`src/design/ede_pkg.sv`:
```
`timescale 1ns / 1ps

package ede_pkg;

   localparam int MAX_LEN     = 32;
   localparam int LEN_W       = $clog2(MAX_LEN + 1);
   localparam int IDX_W       = (MAX_LEN > 1) ? $clog2(MAX_LEN) : 1;
   localparam int SUM_W       = LEN_W + 1;
   localparam int CH_W        = 16;
   localparam int CMD_W       = 2;
   localparam int DIST_W      = 6;
   localparam int QUEUE_DEPTH = 2;
   localparam int PTR_W       = (QUEUE_DEPTH > 1) ? $clog2(QUEUE_DEPTH) : 1;
   localparam int CNT_W       = $clog2(QUEUE_DEPTH + 1);

   typedef enum logic [CMD_W-1:0] {
      CMD_QUERY  = 2'd0,
      CMD_WORD   = 2'd1,
      CMD_REPORT = 2'd2,
      CMD_CLEAR  = 2'd3
   } cmd_type;

   typedef struct packed {
      cmd_type         cmd;
      logic [CH_W-1:0] ch;
   } item_type;

   typedef struct packed {
      logic     valid;
      item_type item;
   } head_type;

   typedef struct packed {
      logic [DIST_W-1:0] distance;
      logic              truncated;
   } result_type;

   typedef struct packed {
      logic       valid;
      result_type result;
   } result_push_type;

endpackage

```
`src/design/ede_front.sv`:
```
`timescale 1ns / 1ps

module ede_front (
   input  logic                      clock,
   input  logic                      reset,
   input  logic                      push,
   output logic                      full,
   input  logic [ede_pkg::CMD_W-1:0] req_cmd,
   input  logic [ede_pkg::CH_W-1:0]  req_ch,
   input  logic                      take,
   output ede_pkg::head_type         head
);

   ede_pkg::item_type               slot_ff [ede_pkg::QUEUE_DEPTH];
   logic [ede_pkg::PTR_W-1:0]       wr_ptr_ff, wr_ptr_in;
   logic [ede_pkg::PTR_W-1:0]       rd_ptr_ff, rd_ptr_in;
   logic [ede_pkg::CNT_W-1:0]       count_ff, count_in;
   ede_pkg::item_type               item_in;
   logic                            do_push;
   logic                            do_pop;

   // classify the raw command field
   assign item_in.cmd = ede_pkg::cmd_type'(req_cmd);
   assign item_in.ch  = req_ch;

   assign full    = (count_ff == ede_pkg::CNT_W'(ede_pkg::QUEUE_DEPTH));
   assign do_push = push && !full;
   assign do_pop  = take && (count_ff != '0);

   assign head.valid = (count_ff != '0);
   assign head.item  = slot_ff[rd_ptr_ff];

   always_comb begin
      wr_ptr_in = wr_ptr_ff;
      rd_ptr_in = rd_ptr_ff;
      count_in  = count_ff;
      if (do_push) begin
         wr_ptr_in = (wr_ptr_ff == ede_pkg::PTR_W'(ede_pkg::QUEUE_DEPTH - 1)) ?
                     '0 : wr_ptr_ff + ede_pkg::PTR_W'(1);
      end
      if (do_pop) begin
         rd_ptr_in = (rd_ptr_ff == ede_pkg::PTR_W'(ede_pkg::QUEUE_DEPTH - 1)) ?
                     '0 : rd_ptr_ff + ede_pkg::PTR_W'(1);
      end
      if (do_push && !do_pop) begin
         count_in = count_ff + ede_pkg::CNT_W'(1);
      end else if (!do_push && do_pop) begin
         count_in = count_ff - ede_pkg::CNT_W'(1);
      end
   end

   always_ff @(posedge clock) begin
      if (reset) begin
         wr_ptr_ff <= '0;
         rd_ptr_ff <= '0;
         count_ff  <= '0;
      end else begin
         wr_ptr_ff <= wr_ptr_in;
         rd_ptr_ff <= rd_ptr_in;
         count_ff  <= count_in;
      end
      if (do_push) begin
         slot_ff[wr_ptr_ff] <= item_in;
      end
   end

endmodule

```
`src/design/ede_back.sv`:
```
`timescale 1ns / 1ps

module ede_back (
   input  logic                     clock,
   input  logic                     reset,
   input  ede_pkg::head_type        head,
   output logic                     take,
   input  logic                     rsp_full,
   output ede_pkg::result_push_type result_push
);

   typedef enum logic [2:0] {
      ST_IDLE   = 3'b001,
      ST_FEED   = 3'b010,
      ST_REPORT = 3'b100
   } state_type;

   state_type                        state_ff, state_in;
   logic [ede_pkg::LEN_W-1:0]        query_len_ff, query_len_in;
   logic [ede_pkg::LEN_W-1:0]        word_len_ff, word_len_in;
   logic                             overflow_ff, overflow_in;
   logic [ede_pkg::MAX_LEN-1:0]      row_valid_ff, row_valid_in;
   logic [ede_pkg::CH_W-1:0]         ch_ff, ch_in;
   logic [ede_pkg::IDX_W-1:0]        idx_ff;
   logic [ede_pkg::LEN_W-1:0]        prev_ff, prev_in;
   logic [ede_pkg::LEN_W-1:0]        diag_ff, diag_in;

   logic [ede_pkg::CH_W-1:0]         query_mem [ede_pkg::MAX_LEN];
   logic [ede_pkg::LEN_W-1:0]        row_mem [ede_pkg::MAX_LEN];
   logic [ede_pkg::CH_W-1:0]         qc_rd_ff;
   logic [ede_pkg::LEN_W-1:0]        row_rd_ff;
   logic                             row_rd_valid_ff;

   logic                             query_we;
   logic                             row_we;
   logic                             rd_en;
   logic [ede_pkg::IDX_W-1:0]        rd_addr;
   logic                             restart;
   logic [ede_pkg::IDX_W-1:0]        query_last;
   logic                             feed_last;
   logic [ede_pkg::LEN_W-1:0]        old_val;
   logic [ede_pkg::SUM_W-1:0]        up_cost, left_cost, diag_cost, min_ab, min_abc;
   logic [ede_pkg::LEN_W-1:0]        cell_new;

   assign query_last = ede_pkg::IDX_W'(query_len_ff - ede_pkg::LEN_W'(1));
   assign feed_last  = (idx_ff == query_last);

   // an entry not yet written since the last restart holds its index plus one
   assign old_val = row_rd_valid_ff ? row_rd_ff :
                    ede_pkg::LEN_W'(idx_ff) + ede_pkg::LEN_W'(1);

   // one cell of the row
   assign up_cost   = ede_pkg::SUM_W'(old_val) + ede_pkg::SUM_W'(1);
   assign left_cost = ede_pkg::SUM_W'(prev_ff) + ede_pkg::SUM_W'(1);
   assign diag_cost = ede_pkg::SUM_W'(diag_ff) + ede_pkg::SUM_W'(qc_rd_ff != ch_ff);
   assign min_ab    = (up_cost < left_cost) ? up_cost : left_cost;
   assign min_abc   = (min_ab < diag_cost) ? min_ab : diag_cost;
   assign cell_new  = ede_pkg::LEN_W'(min_abc);

   always_comb begin
      state_in     = state_ff;
      query_len_in = query_len_ff;
      word_len_in  = word_len_ff;
      overflow_in  = overflow_ff;
      ch_in        = ch_ff;
      prev_in      = prev_ff;
      diag_in      = diag_ff;
      take         = 1'b0;
      query_we     = 1'b0;
      row_we       = 1'b0;
      rd_en        = 1'b0;
      rd_addr      = '0;
      restart      = 1'b0;
      result_push  = '0;

      unique case (state_ff)
         ST_IDLE: begin
            take = head.valid && !(head.item.cmd == ede_pkg::CMD_REPORT && rsp_full);
            if (take) begin
               unique case (head.item.cmd)
                  ede_pkg::CMD_QUERY: begin
                     if (query_len_ff < ede_pkg::LEN_W'(ede_pkg::MAX_LEN)) begin
                        query_we     = 1'b1;
                        query_len_in = query_len_ff + ede_pkg::LEN_W'(1);
                     end else begin
                        overflow_in = 1'b1;
                     end
                     restart = 1'b1;
                  end
                  ede_pkg::CMD_WORD: begin
                     if (word_len_ff >= ede_pkg::LEN_W'(ede_pkg::MAX_LEN)) begin
                        overflow_in = 1'b1;
                     end else if (query_len_ff == '0) begin
                        word_len_in = word_len_ff + ede_pkg::LEN_W'(1);
                     end else begin
                        ch_in    = head.item.ch;
                        prev_in  = word_len_ff + ede_pkg::LEN_W'(1);
                        diag_in  = word_len_ff;
                        rd_en    = 1'b1;
                        rd_addr  = '0;
                        state_in = ST_FEED;
                     end
                  end
                  ede_pkg::CMD_REPORT: begin
                     if (query_len_ff == '0) begin
                        result_push.valid              = 1'b1;
                        result_push.result.distance    = ede_pkg::DIST_W'(word_len_ff);
                        result_push.result.truncated   = overflow_ff;
                        restart                        = 1'b1;
                     end else begin
                        rd_en    = 1'b1;
                        rd_addr  = query_last;
                        state_in = ST_REPORT;
                     end
                  end
                  ede_pkg::CMD_CLEAR: begin
                     query_len_in = '0;
                     overflow_in  = 1'b0;
                     restart      = 1'b1;
                  end
               endcase
            end
         end
         ST_FEED: begin
            row_we  = 1'b1;
            diag_in = old_val;
            prev_in = cell_new;
            if (feed_last) begin
               word_len_in = word_len_ff + ede_pkg::LEN_W'(1);
               state_in    = ST_IDLE;
            end else begin
               rd_en   = 1'b1;
               rd_addr = idx_ff + ede_pkg::IDX_W'(1);
            end
         end
         ST_REPORT: begin
            result_push.valid            = 1'b1;
            result_push.result.distance  = ede_pkg::DIST_W'(old_val);
            result_push.result.truncated = overflow_ff;
            restart                      = 1'b1;
            state_in                     = ST_IDLE;
         end
         default: begin
            state_in = ST_IDLE;
         end
      endcase

      if (restart) begin
         word_len_in = '0;
      end
   end

   always_comb begin
      row_valid_in = row_valid_ff;
      if (row_we) begin
         row_valid_in[idx_ff] = 1'b1;
      end
      if (restart) begin
         row_valid_in = '0;
      end
   end

   always_ff @(posedge clock) begin
      if (reset) begin
         state_ff     <= ST_IDLE;
         query_len_ff <= '0;
         word_len_ff  <= '0;
         overflow_ff  <= 1'b0;
         row_valid_ff <= '0;
      end else begin
         state_ff     <= state_in;
         query_len_ff <= query_len_in;
         word_len_ff  <= word_len_in;
         overflow_ff  <= overflow_in;
         row_valid_ff <= row_valid_in;
      end
      ch_ff   <= ch_in;
      prev_ff <= prev_in;
      diag_ff <= diag_in;
   end

   // query and row stores, registered read
   always_ff @(posedge clock) begin
      if (query_we) begin
         query_mem[query_len_ff[ede_pkg::IDX_W-1:0]] <= head.item.ch;
      end
      if (row_we) begin
         row_mem[idx_ff] <= cell_new;
      end
      if (rd_en) begin
         qc_rd_ff        <= query_mem[rd_addr];
         row_rd_ff       <= row_mem[rd_addr];
         row_rd_valid_ff <= row_valid_in[rd_addr];
         idx_ff          <= rd_addr;
      end
   end

endmodule

```
`src/design/ede_rsp_queue.sv`:
```
`timescale 1ns / 1ps

module ede_rsp_queue (
   input  logic                       clock,
   input  logic                       reset,
   input  ede_pkg::result_push_type   result_push,
   output logic                       full,
   output logic                       empty,
   input  logic                       pop,
   output logic [ede_pkg::DIST_W-1:0] rsp_distance,
   output logic                       rsp_truncated
);

   ede_pkg::result_type             slot_ff [ede_pkg::QUEUE_DEPTH];
   logic [ede_pkg::PTR_W-1:0]       wr_ptr_ff, wr_ptr_in;
   logic [ede_pkg::PTR_W-1:0]       rd_ptr_ff, rd_ptr_in;
   logic [ede_pkg::CNT_W-1:0]       count_ff, count_in;
   logic                            do_push;
   logic                            do_pop;

   assign full    = (count_ff == ede_pkg::CNT_W'(ede_pkg::QUEUE_DEPTH));
   assign empty   = (count_ff == '0);
   assign do_push = result_push.valid && !full;
   assign do_pop  = pop && !empty;

   assign rsp_distance  = slot_ff[rd_ptr_ff].distance;
   assign rsp_truncated = slot_ff[rd_ptr_ff].truncated;

   always_comb begin
      wr_ptr_in = wr_ptr_ff;
      rd_ptr_in = rd_ptr_ff;
      count_in  = count_ff;
      if (do_push) begin
         wr_ptr_in = (wr_ptr_ff == ede_pkg::PTR_W'(ede_pkg::QUEUE_DEPTH - 1)) ?
                     '0 : wr_ptr_ff + ede_pkg::PTR_W'(1);
      end
      if (do_pop) begin
         rd_ptr_in = (rd_ptr_ff == ede_pkg::PTR_W'(ede_pkg::QUEUE_DEPTH - 1)) ?
                     '0 : rd_ptr_ff + ede_pkg::PTR_W'(1);
      end
      if (do_push && !do_pop) begin
         count_in = count_ff + ede_pkg::CNT_W'(1);
      end else if (!do_push && do_pop) begin
         count_in = count_ff - ede_pkg::CNT_W'(1);
      end
   end

   always_ff @(posedge clock) begin
      if (reset) begin
         wr_ptr_ff <= '0;
         rd_ptr_ff <= '0;
         count_ff  <= '0;
      end else begin
         wr_ptr_ff <= wr_ptr_in;
         rd_ptr_ff <= rd_ptr_in;
         count_ff  <= count_in;
      end
      if (do_push) begin
         slot_ff[wr_ptr_ff] <= result_push.result;
      end
   end

endmodule

```
`src/design/edit_distance_engine_core.sv`:
```
`timescale 1ns / 1ps
// Levenshtein edit distance between a stored query and a streamed word.
// Input channel: req_cmd / req_ch, transfer when push is high and full is low.
//   query char appends to the query, word char updates the distance row,
//   report ends the word and yields one result, clear empties query and word.
// Result channel: rsp_distance / rsp_truncated, valid while empty is low,
//   transfer when pop is high and empty is low.
// Commands pass through a two-entry queue into the execution unit, which
//   handles one command at a time; the row lives in a store with one read
//   and one write port, walked one cell per cycle.
// In the execution unit query char and clear finish in the idle state; a word
//   char then walks the feed state one cell per query char (not with an empty
//   query or a full word), a report reads the last cell and pushes its result
//   from the report state (at once from idle with an empty query).
// If the result side stalls, results gather in a two-entry queue; a report
//   then waits at the head of the input queue and full rises once that
//   queue has filled too.
// Synchronous reset empties both queues, clears query, word and flag;
//   full is low and empty is high in the first cycle after reset.
module edit_distance_engine_core (
   input  logic                       clock,
   input  logic                       reset,
   input  logic                       push,
   output logic                       full,
   input  logic [ede_pkg::CMD_W-1:0]  req_cmd,
   input  logic [ede_pkg::CH_W-1:0]   req_ch,
   output logic                       empty,
   input  logic                       pop,
   output logic [ede_pkg::DIST_W-1:0] rsp_distance,
   output logic                       rsp_truncated
);

   ede_pkg::head_type        head;
   logic                     take;
   logic                     rsp_full;
   ede_pkg::result_push_type result_push;

   ede_front u_front (
      .clock   (clock),
      .reset   (reset),
      .push    (push),
      .full    (full),
      .req_cmd (req_cmd),
      .req_ch  (req_ch),
      .take    (take),
      .head    (head)
   );

   ede_back u_back (
      .clock       (clock),
      .reset       (reset),
      .head        (head),
      .take        (take),
      .rsp_full    (rsp_full),
      .result_push (result_push)
   );

   ede_rsp_queue u_rsp_queue (
      .clock         (clock),
      .reset         (reset),
      .result_push   (result_push),
      .full          (rsp_full),
      .empty         (empty),
      .pop           (pop),
      .rsp_distance  (rsp_distance),
      .rsp_truncated (rsp_truncated)
   );

endmodule

```
`config.mk`:
```
export PLATFORM = sky130hd
export DESIGN_NAME = edit_distance_engine_core
export DESIGN_NICKNAME = d
export VERILOG_FILES = /design/src/design/ede_pkg.sv /design/src/design/ede_front.sv /design/src/design/ede_back.sv /design/src/design/ede_rsp_queue.sv /design/src/design/edit_distance_engine_core.sv
export SDC_FILE = /design/constraint.sdc
export NUM_CORES = 1
export LEC_CHECK = 0
export ABC_AREA = 1
export BUFFER_PORTS_ARGS = -buffer_cell sky130_fd_sc_hd__buf_4
export CORE_MARGIN = 2
export CORE_UTILIZATION = 45
export DETAILED_ROUTE_END_ITERATION = 16
export PLACE_DENSITY = 0.59
export SKIP_LAST_GASP = 1
export SYNTH_ARGS = -nofsm -noshare
export SYNTH_HDL_FRONTEND = slang
export SYNTH_SLANG_ARGS = --single-unit
```
`constraint.sdc`:
```
create_clock -name clock -period 8.8 [get_ports clock]
set_input_delay 1.76 -clock clock [delete_from_list [all_inputs] [get_ports clock]]
set_output_delay 1.76 -clock clock [all_outputs]
set_load 0.01 [all_outputs]
```
# Word level (Yosys, flattened, before mapping)
# Memories as Yosys holds them, arrays and structs flattened. A register that Yosys moved wholly into a read port is not among the register bits.
# Index checks and enable logic that the tools add are counted.
# Widths: inputs -> output; s select.
# classes
n_addsub	16
order_cmp	7
n_eq_ne	23
muxes	82
bitwise_logic	3
n_reduce_logical	36
# ops
cell	count
$mux 6	16
$mux 32	2
$pmux 6 s2	4
$mux 1	32
$or 32x32->32	1
$mux 8	3
$mux 5	4
$ne 16x16->1	1
$pmux 8 s2	1
$mux 3	5
$reduce_and 5->1	3
$add 6x1->7 const B	2
$lt 7x7->1	2
$add 6x1->6 const B	2
$lt 5x6->1 const B	2
$pmux 3 s2	2
$reduce_and 6->1	2
$logic_and 1x1->1	11
$ne 2x1->1 const B	5
$pmux 5 s2	1
$reduce_bool 2->1	5
$ne 3x3->1 const B	3
$eq 2x2->1 const B	4
$logic_not 1->1	8
29 further kinds	46
# word_totals
ff_bits	90
mem_bits_rw	754
out_inout_bits	9
elab_cells	187
memories	4
# mem_list
name	depth	width	rd	rd_clocked_by_memory_dff	wr	line_no	text
u_back.query_mem	32	16	1	1	1	ede_back.sv:28	logic [ede_pkg::CH_W-1:0] query_mem [ede_pkg::MAX_LEN];
u_back.row_mem	32	6	1	1	1	ede_back.sv:29	logic [ede_pkg::LEN_W-1:0] row_mem [ede_pkg::MAX_LEN];
u_front.slot_ff	2	18	1	1	1	ede_front.sv:14	ede_pkg::item_type slot_ff [ede_pkg::QUEUE_DEPTH];
u_rsp_queue.slot_ff	2	7	1	1	1	ede_rsp_queue.sv:14	ede_pkg::result_type slot_ff [ede_pkg::QUEUE_DEPTH];

# Depth between registers and ports, before layout
# Gate-level depths: netlist of the first run.
# depth
word_depth	11
mapped_depth	31

# Modules after synthesis
# Synthesis of the first run repeated with hierarchy kept, for this count alone.
# hier_totals
hier_cells	3712
hier_area_um2	38911.1
# by_module_without_submodules
mod	instances	cells_each	area_each_um2	seq_area_each_um2
ede_back	1	3560	36557.6	23782.8
ede_front	1	93	1596.5	1181.1
ede_rsp_queue	1	59	757.0	520.5

# Worst setup path after synthesis of the first run
# Ideal clock, no wire load.
# synth_path
path_kind	register to register
from	reg u_back.idx_ff[0] (netlist name)
to	mem u_back.row_mem[0][5] (netlist name), data pin
setup_ns	0.284
arrival_time_ns	4.387
required_time_ns	8.516
path_slack_ns	4.129
path_stages_with_launch	27
n_path_buf	2
period_less_slack_ns	4.671
cell_sequence	edfxtp_1 -> ha_1 -> nand2_1 -> inv_1 -> nor2_1 -> inv_1 -> o21ai_1 -> nand3_1 -> nor3_1 -> xor2_1 -> ha_1 -> nand2_1 -> nor2_1 -> a211oi_1 -> nand2_1 -> clkbuf_1 -> nand3_1 -> o21a_1 -> inv_1 -> ha_1 -> a21oi_1 -> nor2_1 -> a211oi_1 -> nand2_1 -> buf_2 -> nand2_1 -> and2_1
# synth_between
elab_chain_len	7
# synth_lines
item	line_no	text
from (decl)	ede_back.sv:24	logic [ede_pkg::IDX_W-1:0] idx_ff;
from (signal assigned)	ede_back.sv:194	idx_ff <= rd_addr;
$add 5x1->6 (*)	ede_back.sv:50	ede_pkg::LEN_W'(idx_ff) + ede_pkg::LEN_W'(1);
$mux 6 (*)	ede_back.sv:49	assign old_val = row_rd_valid_ff ? row_rd_ff :
$add 6x1->7 (*)	ede_back.sv:53	assign up_cost = ede_pkg::SUM_W'(old_val) + ede_pkg::SUM_W'(1);
$lt 7x7->1	ede_back.sv:56	assign min_ab = (up_cost < left_cost) ? up_cost : left_cost;
$mux 7 (*)	ede_back.sv:56	
$lt 7x7->1	ede_back.sv:57	assign min_abc = (min_ab < diag_cost) ? min_ab : diag_cost;
$mux 6 (*)	ede_back.sv:57	
named net u_back.min_abc (one bit)	ede_back.sv:42	logic [ede_pkg::SUM_W-1:0] up_cost, left_cost, diag_cost, min_ab, min_abc;
to (decl)	ede_back.sv:29	
# Mark *: on every way through the listed nets, which the timed path passes. The rest lies on a longest branch.

# Worst setup path after layout of the first run
# layout_path
from	reg u_back.idx_ff[0] (netlist name)
to	mem u_back.row_mem[25][5] (netlist name), data pin
# The elaborated chain is that of the path after synthesis.

==> metrics.txt, run 1 <==
status completed; Max Transition Viols Final 0; mux cell area share after synthesis 0.00694; first-pass GRT wire length between 150000 and 200000 um; worst r2r path cells 24; reg2reg start u_back.idx_ff[0]; gr ovfl total 0; Placer Congestion 0.854; DR vias 26326; CTS root buf clkbuf_16; vias per cell between 5 and 6; RSZ-0062 raised after global routing false; Post-Syn Instances ~3700; Peak VDD IR 0.235 mV; initial antenna violation count 1; startpoint types flop; largest family of logic cells by synthesized area simple AND/OR/NAND/NOR gates; NetSw approximately 4 mW; leading area contributor after synthesis edfxtp_1; port bufs 30; Reg clk slew, reported paths ~0.060 ns; gr usage total 0.231; ant diodes 0; clock skew around 0.036 ns; Final #Nets between 3000 and 4000; Post-Syn Area a little under 0.04 mm2; 1st-iter DRT viols 2549; CP most frequent cell nand2_1; leak pwr approximately 17 nW; CTS Sinks between 800 and 900; launch point of the worst path u_back.idx_ff[0]; post-route setup TNS 0 ns; Die X just under 300 um; Area contributors post-synth edfxtp_1 63%, nand3_1 11%, nand2_1 8.0%, inv_1 4.4%, dfxtp_1 3.0%; Final Setup Violations 0; Comb pwr share 0.233; PostCTS Resize Cnt 0; Finished Core Util 0.505; H-tree depth 3; CP Max Fanout 32; most common cell in the netlist nand3_1; Hold/Removal Path Class flop to flop; compound-cell area share of the yosys netlist 0.0145; detailed-placement wirelength estimate about 57000 um; slowest stage delay, CP between 0.8 and 0.9 ns; vias in the first global route between 20000 and 30000; register bit total from synthesis 868; # IOs 31; met1 GRT Util 0.311; post-route clock period utilization 0.654; CTS tree built; Inserted Clock Buffers between 90 and 100; R2R Setup Slk between 3 and 4 ns; CTS Hold Bufs 0; CTS max path bufs 3; Die Height between 200 and 300 um; CP max stage cell and2_1; number of max-cap violations 0; xor/xnor cell area share of the yosys netlist 0.00656; Synth Area per Inst 10.5 um2; number of enable flip-flop cells after synthesis 810; final count of hold timing violations 0; ratio of cells with drive above 1 in the final layout 0.0754; Max Freq approximately 170 MHz; synth cell count leaders 836 x nand3_1, 823 x nand2_1, 810 x edfxtp_1; Setup crit end u_back.row_mem[25][5]; Slew Limit Headroom 0.235; Pint 8.25 mW; Worst-Margin Slew 1.14 ns; clock share of power 0.323; Site Rows 107; antenna-violating nets left 0; first drt pass iteration count 5; Starting Density 0.454; share of the synthesized area in the top cell type 0.628; synth unique cells 44; Tmin final about 5.8 ns; Setup crit end kind flop; Crit path required time around 9 ns; WL final roughly 100000 um; Synth Area in Adders 0.0113; Yosys warning total 0; met3 Usage GRT 0.0326; post-synthesis net count about 3800; sequential share of power 0.444; grt met2 use 0.380; setup bufs post-CTS 0; crit path kind flop to flop; Switching Fraction 0.322; crit path DAT about 6.0 ns; Seq/Total Area, Yosys 0.658; r2r endpoint u_back.row_mem[25][5]; total power draw 12.2 mW; largest net degree at the start of global routing slightly below 200; Simple-Gate Fraction of Synth Area 0.232; core area between 0.08 and 0.09 mm2; Clock Latency Late Sink about 0.67 ns; top_reg_cell synth edfxtp_1; area of the die slightly below 0.09 mm2; crit-path cells ha_1 -> nand2_1 -> inv_1 -> nor2_1 -> inv_1 -> o21ai_1 -> nand3_1 -> nor3_1 -> xor2_1 -> ha_1 -> nand2_1 -> nor2_1 -> a211oi_1 -> nand2_1 -> nand3_1 -> o21a_1 -> inv_1 -> ha_1 -> a21oi_1 -> nor2_1 -> a211oi_1 -> nand2_1 -> nand2_1 -> and2_1; GRT busiest layer met2; power density cells approximately 280 mW/mm2; share of synthesized registers carrying an async set or reset 0; layout overhead on the synthesized area 11.1%; Routed wire per std cell ~21 um; DRC 0
-- cells in the final DEF (no fill, tap or decap), types with 4 or more instances in the layout --
| master | count |
|---|---|
| o22ai_1 | 4 |
| nand2_1 | 821 |
| clkbuf_1 | 30 |
| a21oi_1 | 31 |
| clkbuf_8 | 4 |
| mux2_2 | 23 |
| xor2_1 | 12 |
| buf_12 | 4 |
| xnor2_1 | 17 |
| nand3_1 | 836 |
| nor2_2 | 4 |
| ha_1 | 35 |
| o21ai_0 | 46 |
| dfxtp_1 | 58 |
| nor3_1 | 7 |
| inv_2 | 6 |
| clkinv_2 | 18 |
| edfxtp_1 | 810 |
| nand4_1 | 6 |
| clkbuf_16 | 97 |
| clkinv_1 | 12 |
| nand3b_1 | 113 |
| inv_1 | 452 |
| buf_4 | 88 |
| nor2_1 | 158 |
| o21a_1 | 6 |
| or2_2 | 9 |
| bufinv_16 | 7 |
-- cell type report --
cell class                      instances  area [um2]
Inverter                              460        1730
Tap cell                             1144        1430
Timing Repair Buffer                   92         741
Multi-Input combinational cell       2159       10600
Clock buffer                          131        2590
Fill cell                            7617       42200
Sequential cell                       868       25500
Clock inverter                         44         472
-- state kept, by name, summed over array words and instances (netlist names), 3 cells and up, named ones only --
name,flops
u_back.prev_ff,6
u_back.qc_rd_ff,16
u_back.query_len_ff,6
u_back.row_rd_ff,6
u_back.row_valid_ff,32
u_back.row_mem,192
u_back.ch_ff,16
u_back.query_mem,512
u_front.slot_ff,36
u_back.state_ff,3
u_back.diag_ff,6
u_back.idx_ff,5
u_back.word_len_ff,6
u_rsp_queue.slot_ff,14
-- worst max-delay path: cells and delay by family (launching register included) --
family          cells  cell delay, ns
compound gates      5            1.19
xor+xnor            1            0.23
fa+ha+maj           3            0.82
buf+inv             3            0.19
flops               1            0.45
simple gates       12            2.50
-- metrics by stage --
| step | hold slack, ns | cells | instance area [um2] | worst slack [ns] |
|---|---|---|---|---|
| floorplan | 0.439 | 3699 | 38700 | 4.13 |
| global placement | 0.448 | 4723 | 40000 | 3.20 |
| detailed placement | 0.458 | 4723 | 40000 | 3.08 |
| CTS | 0.472 | 4898 | 43000 | 3.04 |
| global route | 0.491 | 4898 | 43000 | 2.52 |
| finish | 0.467 | 4898 | 43000 | 3.05 |
-- logic make-up (layout without fill, tap and decap cells) --
kind of cell	count (synthesis)	count (layout)
AND/OR/NAND/NOR	1970	1970
flip-flops	868	868
buffers and inverters	672	727
AO/OA/AOI/OAI	101	101
adder cells (fa/ha/maj)	35	35
XOR/XNOR	29	29
multiplexers	24	24
-- power groups by stage --
stage	Clock (mW)	Combinational [mW]	Sequential (mW)
after floorplan	0	1.76	5.43
after global placement	0	2.84	5.49
after detailed placement	0	2.85	5.49
after CTS	3.99	2.86	5.40
after global routing	4.15	3.12	5.42
final	3.93	2.84	5.40
-- routing by layer --
| metal | up-vias | wire [um] |
|---|---|---|
| met4 | 0 | 3620 |
| met2 | 917 | 49500 |
| met5 | - | 0 |
| met3 | 205 | 6450 |
| met1 | 12721 | 43100 |
| li1 | 12483 | - |
-- how the worst min path moves through the flow --
stage,start,slack (ns),end,cells after the start
after global placement,u_back.row_valid_ff[13],0.45,u_back.row_valid_ff[13],2
after global routing,u_back.row_valid_ff[21],0.49,u_back.row_valid_ff[21],2
after CTS,u_back.row_valid_ff[18],0.47,u_back.row_valid_ff[18],2
after detailed placement,u_back.row_valid_ff[17],0.46,u_back.row_valid_ff[17],2
final,u_back.row_valid_ff[16],0.47,u_back.row_valid_ff[16],2
after floorplan,u_back.row_valid_ff[25],0.44,u_back.row_valid_ff[25],2
Note: power is estimated with default switching activity, not from simulation.
==> inputs of run 2 (changes only) <==
- clock period: 8.8 -> 6 ns (I/O delays scaled with it)
==> metrics.txt, run 2 (same netlist as run 1, synthesis figures left out) <==
post-route setup TNS 0 ns (unchanged); reg2reg start u_back.idx_ff[0]; Inserted Clock Buffers 93 (-1.1%); post-route clock period utilization 0.885 (+0.231); clock skew 0.0502 ns (+0.0141 ns); crit path kind flop to flop; Hold Path Sink u_back.row_valid_ff[20]; startpoint types flop; DR vias 26059 (-1.0%); ratio of cells with drive above 1 in the final layout 0.0804 (+0.00503); Final Setup Violations 0 (unchanged); Hold/Removal Path Class flop to flop; 1st-iter DRT viols 2208 (-13%); register area 0.0255 mm2 (unchanged); Final #Nets 3749 (+0.46%); CTS tree built; # fillers 7545 (-0.95%); Clock Latency Late Sink 0.68 ns (about the same); vias per cell 5.31 (-1.3%); sequential share of power 0.442 (-0.002); placed cell area 0.0402 mm2 (+0.66%); design area 0.0433 mm2 (+0.63%); CTS root buf clkbuf_16; leak pwr 17.0 nW (+0.83%); port bufs 30 (unchanged); CP Max Fanout 32 (unchanged); Multi-input gate area 0.0106 mm2 (about the same); Reg clk slew, reported paths 0.06 ns (about the same); R2R Setup Slk 0.69 ns (-2.35 ns); ant diodes 0 (unchanged); crit path DAT 5.65 ns (-0.39 ns); setup bufs post-CTS 0 (unchanged); largest net degree at the start of global routing 152 (-24%); worst r2r path cells 26 (+8.3%); Starting Density 0.454 (unchanged); RSZ-0062 raised after global routing false; max FFs per register 512 (unchanged); Switching Fraction 0.317 (-0.00569); initial antenna violation count 0 (-1); Comb pwr share 0.235 (+0.002); Setup crit end kind flop; layout overhead on the synthesized area 11.8%; hold depth 2 (unchanged); Die X 297 um (unchanged); number of max-cap violations 0 (unchanged); power density cells 412 mW/mm2 (+46%); CTS max path bufs 3 (unchanged); Peak VDD IR 0.370 mV (+57%); status completed; Routed wire per std cell 20.2 um (-3.6%); DRC 0 (unchanged); first drt pass iteration count 6 (+1); commonest non-fill, non-tap cell in the layout nand3_1; core area 0.0853 mm2 (unchanged); Max Transition Viols Final 0 (unchanged); WL final 99200 um (-3.3%); most frequent cells in the layout 836 x nand3_1, 821 x nand2_1, 810 x edfxtp_1; Slew Limit Headroom 0.226 (-0.00855); Pint 12.2 mW (+48%); # IOs 31 (unchanged); Crit path required time 6.34 ns (-2.75 ns); Max Freq 188 MHz (+8.4%); detailed-placement wirelength estimate 55800 um (-2.2%); NetSw 5.65 mW (+44%); Tmin final 5.31 ns (-0.445 ns); Site Rows 107 (unchanged); antenna-violating nets left 0 (unchanged); first-pass GRT wire length 151000 um (-3.7%); clock share of power 0.323 (about the same); gr usage total 0.222 (-0.00850); H-tree depth 3 (unchanged); gr ovfl total 0 (unchanged); hold path startpoint u_back.row_valid_ff[20]; Die Height 297 um (unchanged); Placer Congestion 0.828 (-3.0%); area of the die 0.0884 mm2 (unchanged); r2r endpoint u_back.row_mem[17][5]; CTS Sinks 868 (unchanged); vias in the first global route 24697 (-2.8%); Worst-Margin Slew 1.16 ns (+0.0128 ns); final count of hold timing violations 0 (unchanged)
run 2: cell count changes in the layout (fill, tap and decap cells not counted), moves of 3 or more:
cell / delta
buf_4: +7
clkbuf_1: -8
clkinv_1: +3
inv_6: +4
clkbuf_16: -4
buf_12: +11
clkbuf_8: -3
bufinv_16: +4
run 2: power groups by stage:
| stage | combinational (mW) | clock [mW] | sequential [mW] |
|---|---|---|---|
| finish | 4.20 | 5.75 | 7.88 |
| global route | 4.64 | 6.08 | 7.90 |
| CTS | 4.23 | 5.84 | 7.88 |
| detailed placement | 4.20 | 0 | 8.01 |
| global placement | 4.18 | 0 | 8.01 |
| floorplan | 2.58 | 0 | 7.97 |
run 2: timing repair:
item                       CTS  global route
gates resized for setup      0             3
hold endpoints to repair     0             0
setup endpoints to repair    0            38
hold buffers                 0             0
run 2: layout make-up:
cell class / count / area share
Inverter: 460 / 0.0400
Timing Repair Buffer: 110 / 0.0234
Multi-Input combinational cell: 2159 / 0.244
Tap cell: 1144 / 0.0331
Clock buffer: 116 / 0.0560
Sequential cell: 868 / 0.588
Clock inverter: 55 / 0.0149
run 2: metrics by stage:
| step | util | setup WS (ns) | hold WS [ns] | power, mW | std cells |
|---|---|---|---|---|---|
| after detailed placement | 0.472 | 0.300 | 0.457 | 12.2 | 4741 |
| after CTS | 0.508 | 0.242 | 0.470 | 18.0 | 4912 |
| after global routing | 0.508 | 0.0766 | 0.484 | 18.6 | 4912 |
| final | 0.508 | 0.692 | 0.468 | 17.8 | 4912 |
| after global placement | 0.472 | 0.319 | 0.448 | 12.2 | 4741 |
| after floorplan | - | 1.33 | 0.439 | 10.6 | 3699 |
run 2: critical path, stage by stage, from the launching register on:
cell and delay, ns:
edfxtp_1 0.46, ha_1 0.26, nand2_1 0.10, inv_1 0.05, nor2_1 0.08, inv_1 0.08, o21ai_1 0.32, nand3_1 0.17
nor3_1 0.25, xor2_1 0.24, ha_1 0.27, nand2_1 0.08, nor2_1 0.05, a211oi_1 0.28, nand2_2 0.22, o21ai_0 0.36
inv_1 0.11, ha_1 0.31, nand2_1 0.05, inv_1 0.04, nand2_1 0.04, nand2_1 0.06, nand2_1 0.06, nand2_1 0.20
inv_1 0.15, nand2_1 0.10, and2_2 0.56
run 2: worst max path at each step:
stage | start | to | slack [ns] | depth (start not counted)
3_3_place_gp | u_back.idx_ff[0] | u_back.row_mem[19][5] | 0.32 | 26
3_5_place_dp | u_back.idx_ff[0] | u_back.row_mem[18][5] | 0.30 | 26
6_report | u_back.idx_ff[0] | u_back.row_mem[17][5] | 0.69 | 26
5_1_grt | u_back.idx_ff[0] | u_back.row_mem[16][5] | 0.08 | 25
4_1_cts | u_back.idx_ff[0] | u_back.row_mem[18][5] | 0.24 | 26
2_1_floorplan | u_back.idx_ff[0] | u_back.row_mem[0][5] | 1.33 | 26
run 2: per-layer routing:
layer / share of wire / vias to the layer above / GRT usage
li1: - / 12500 / -
met1: 0.44 / 12608 / 0.310
met2: 0.48 / 779 / 0.364
met3: 0.054 / 172 / 0.0257
met4: 0.027 / 0 / 0.0709
met5: 0 / - / 0
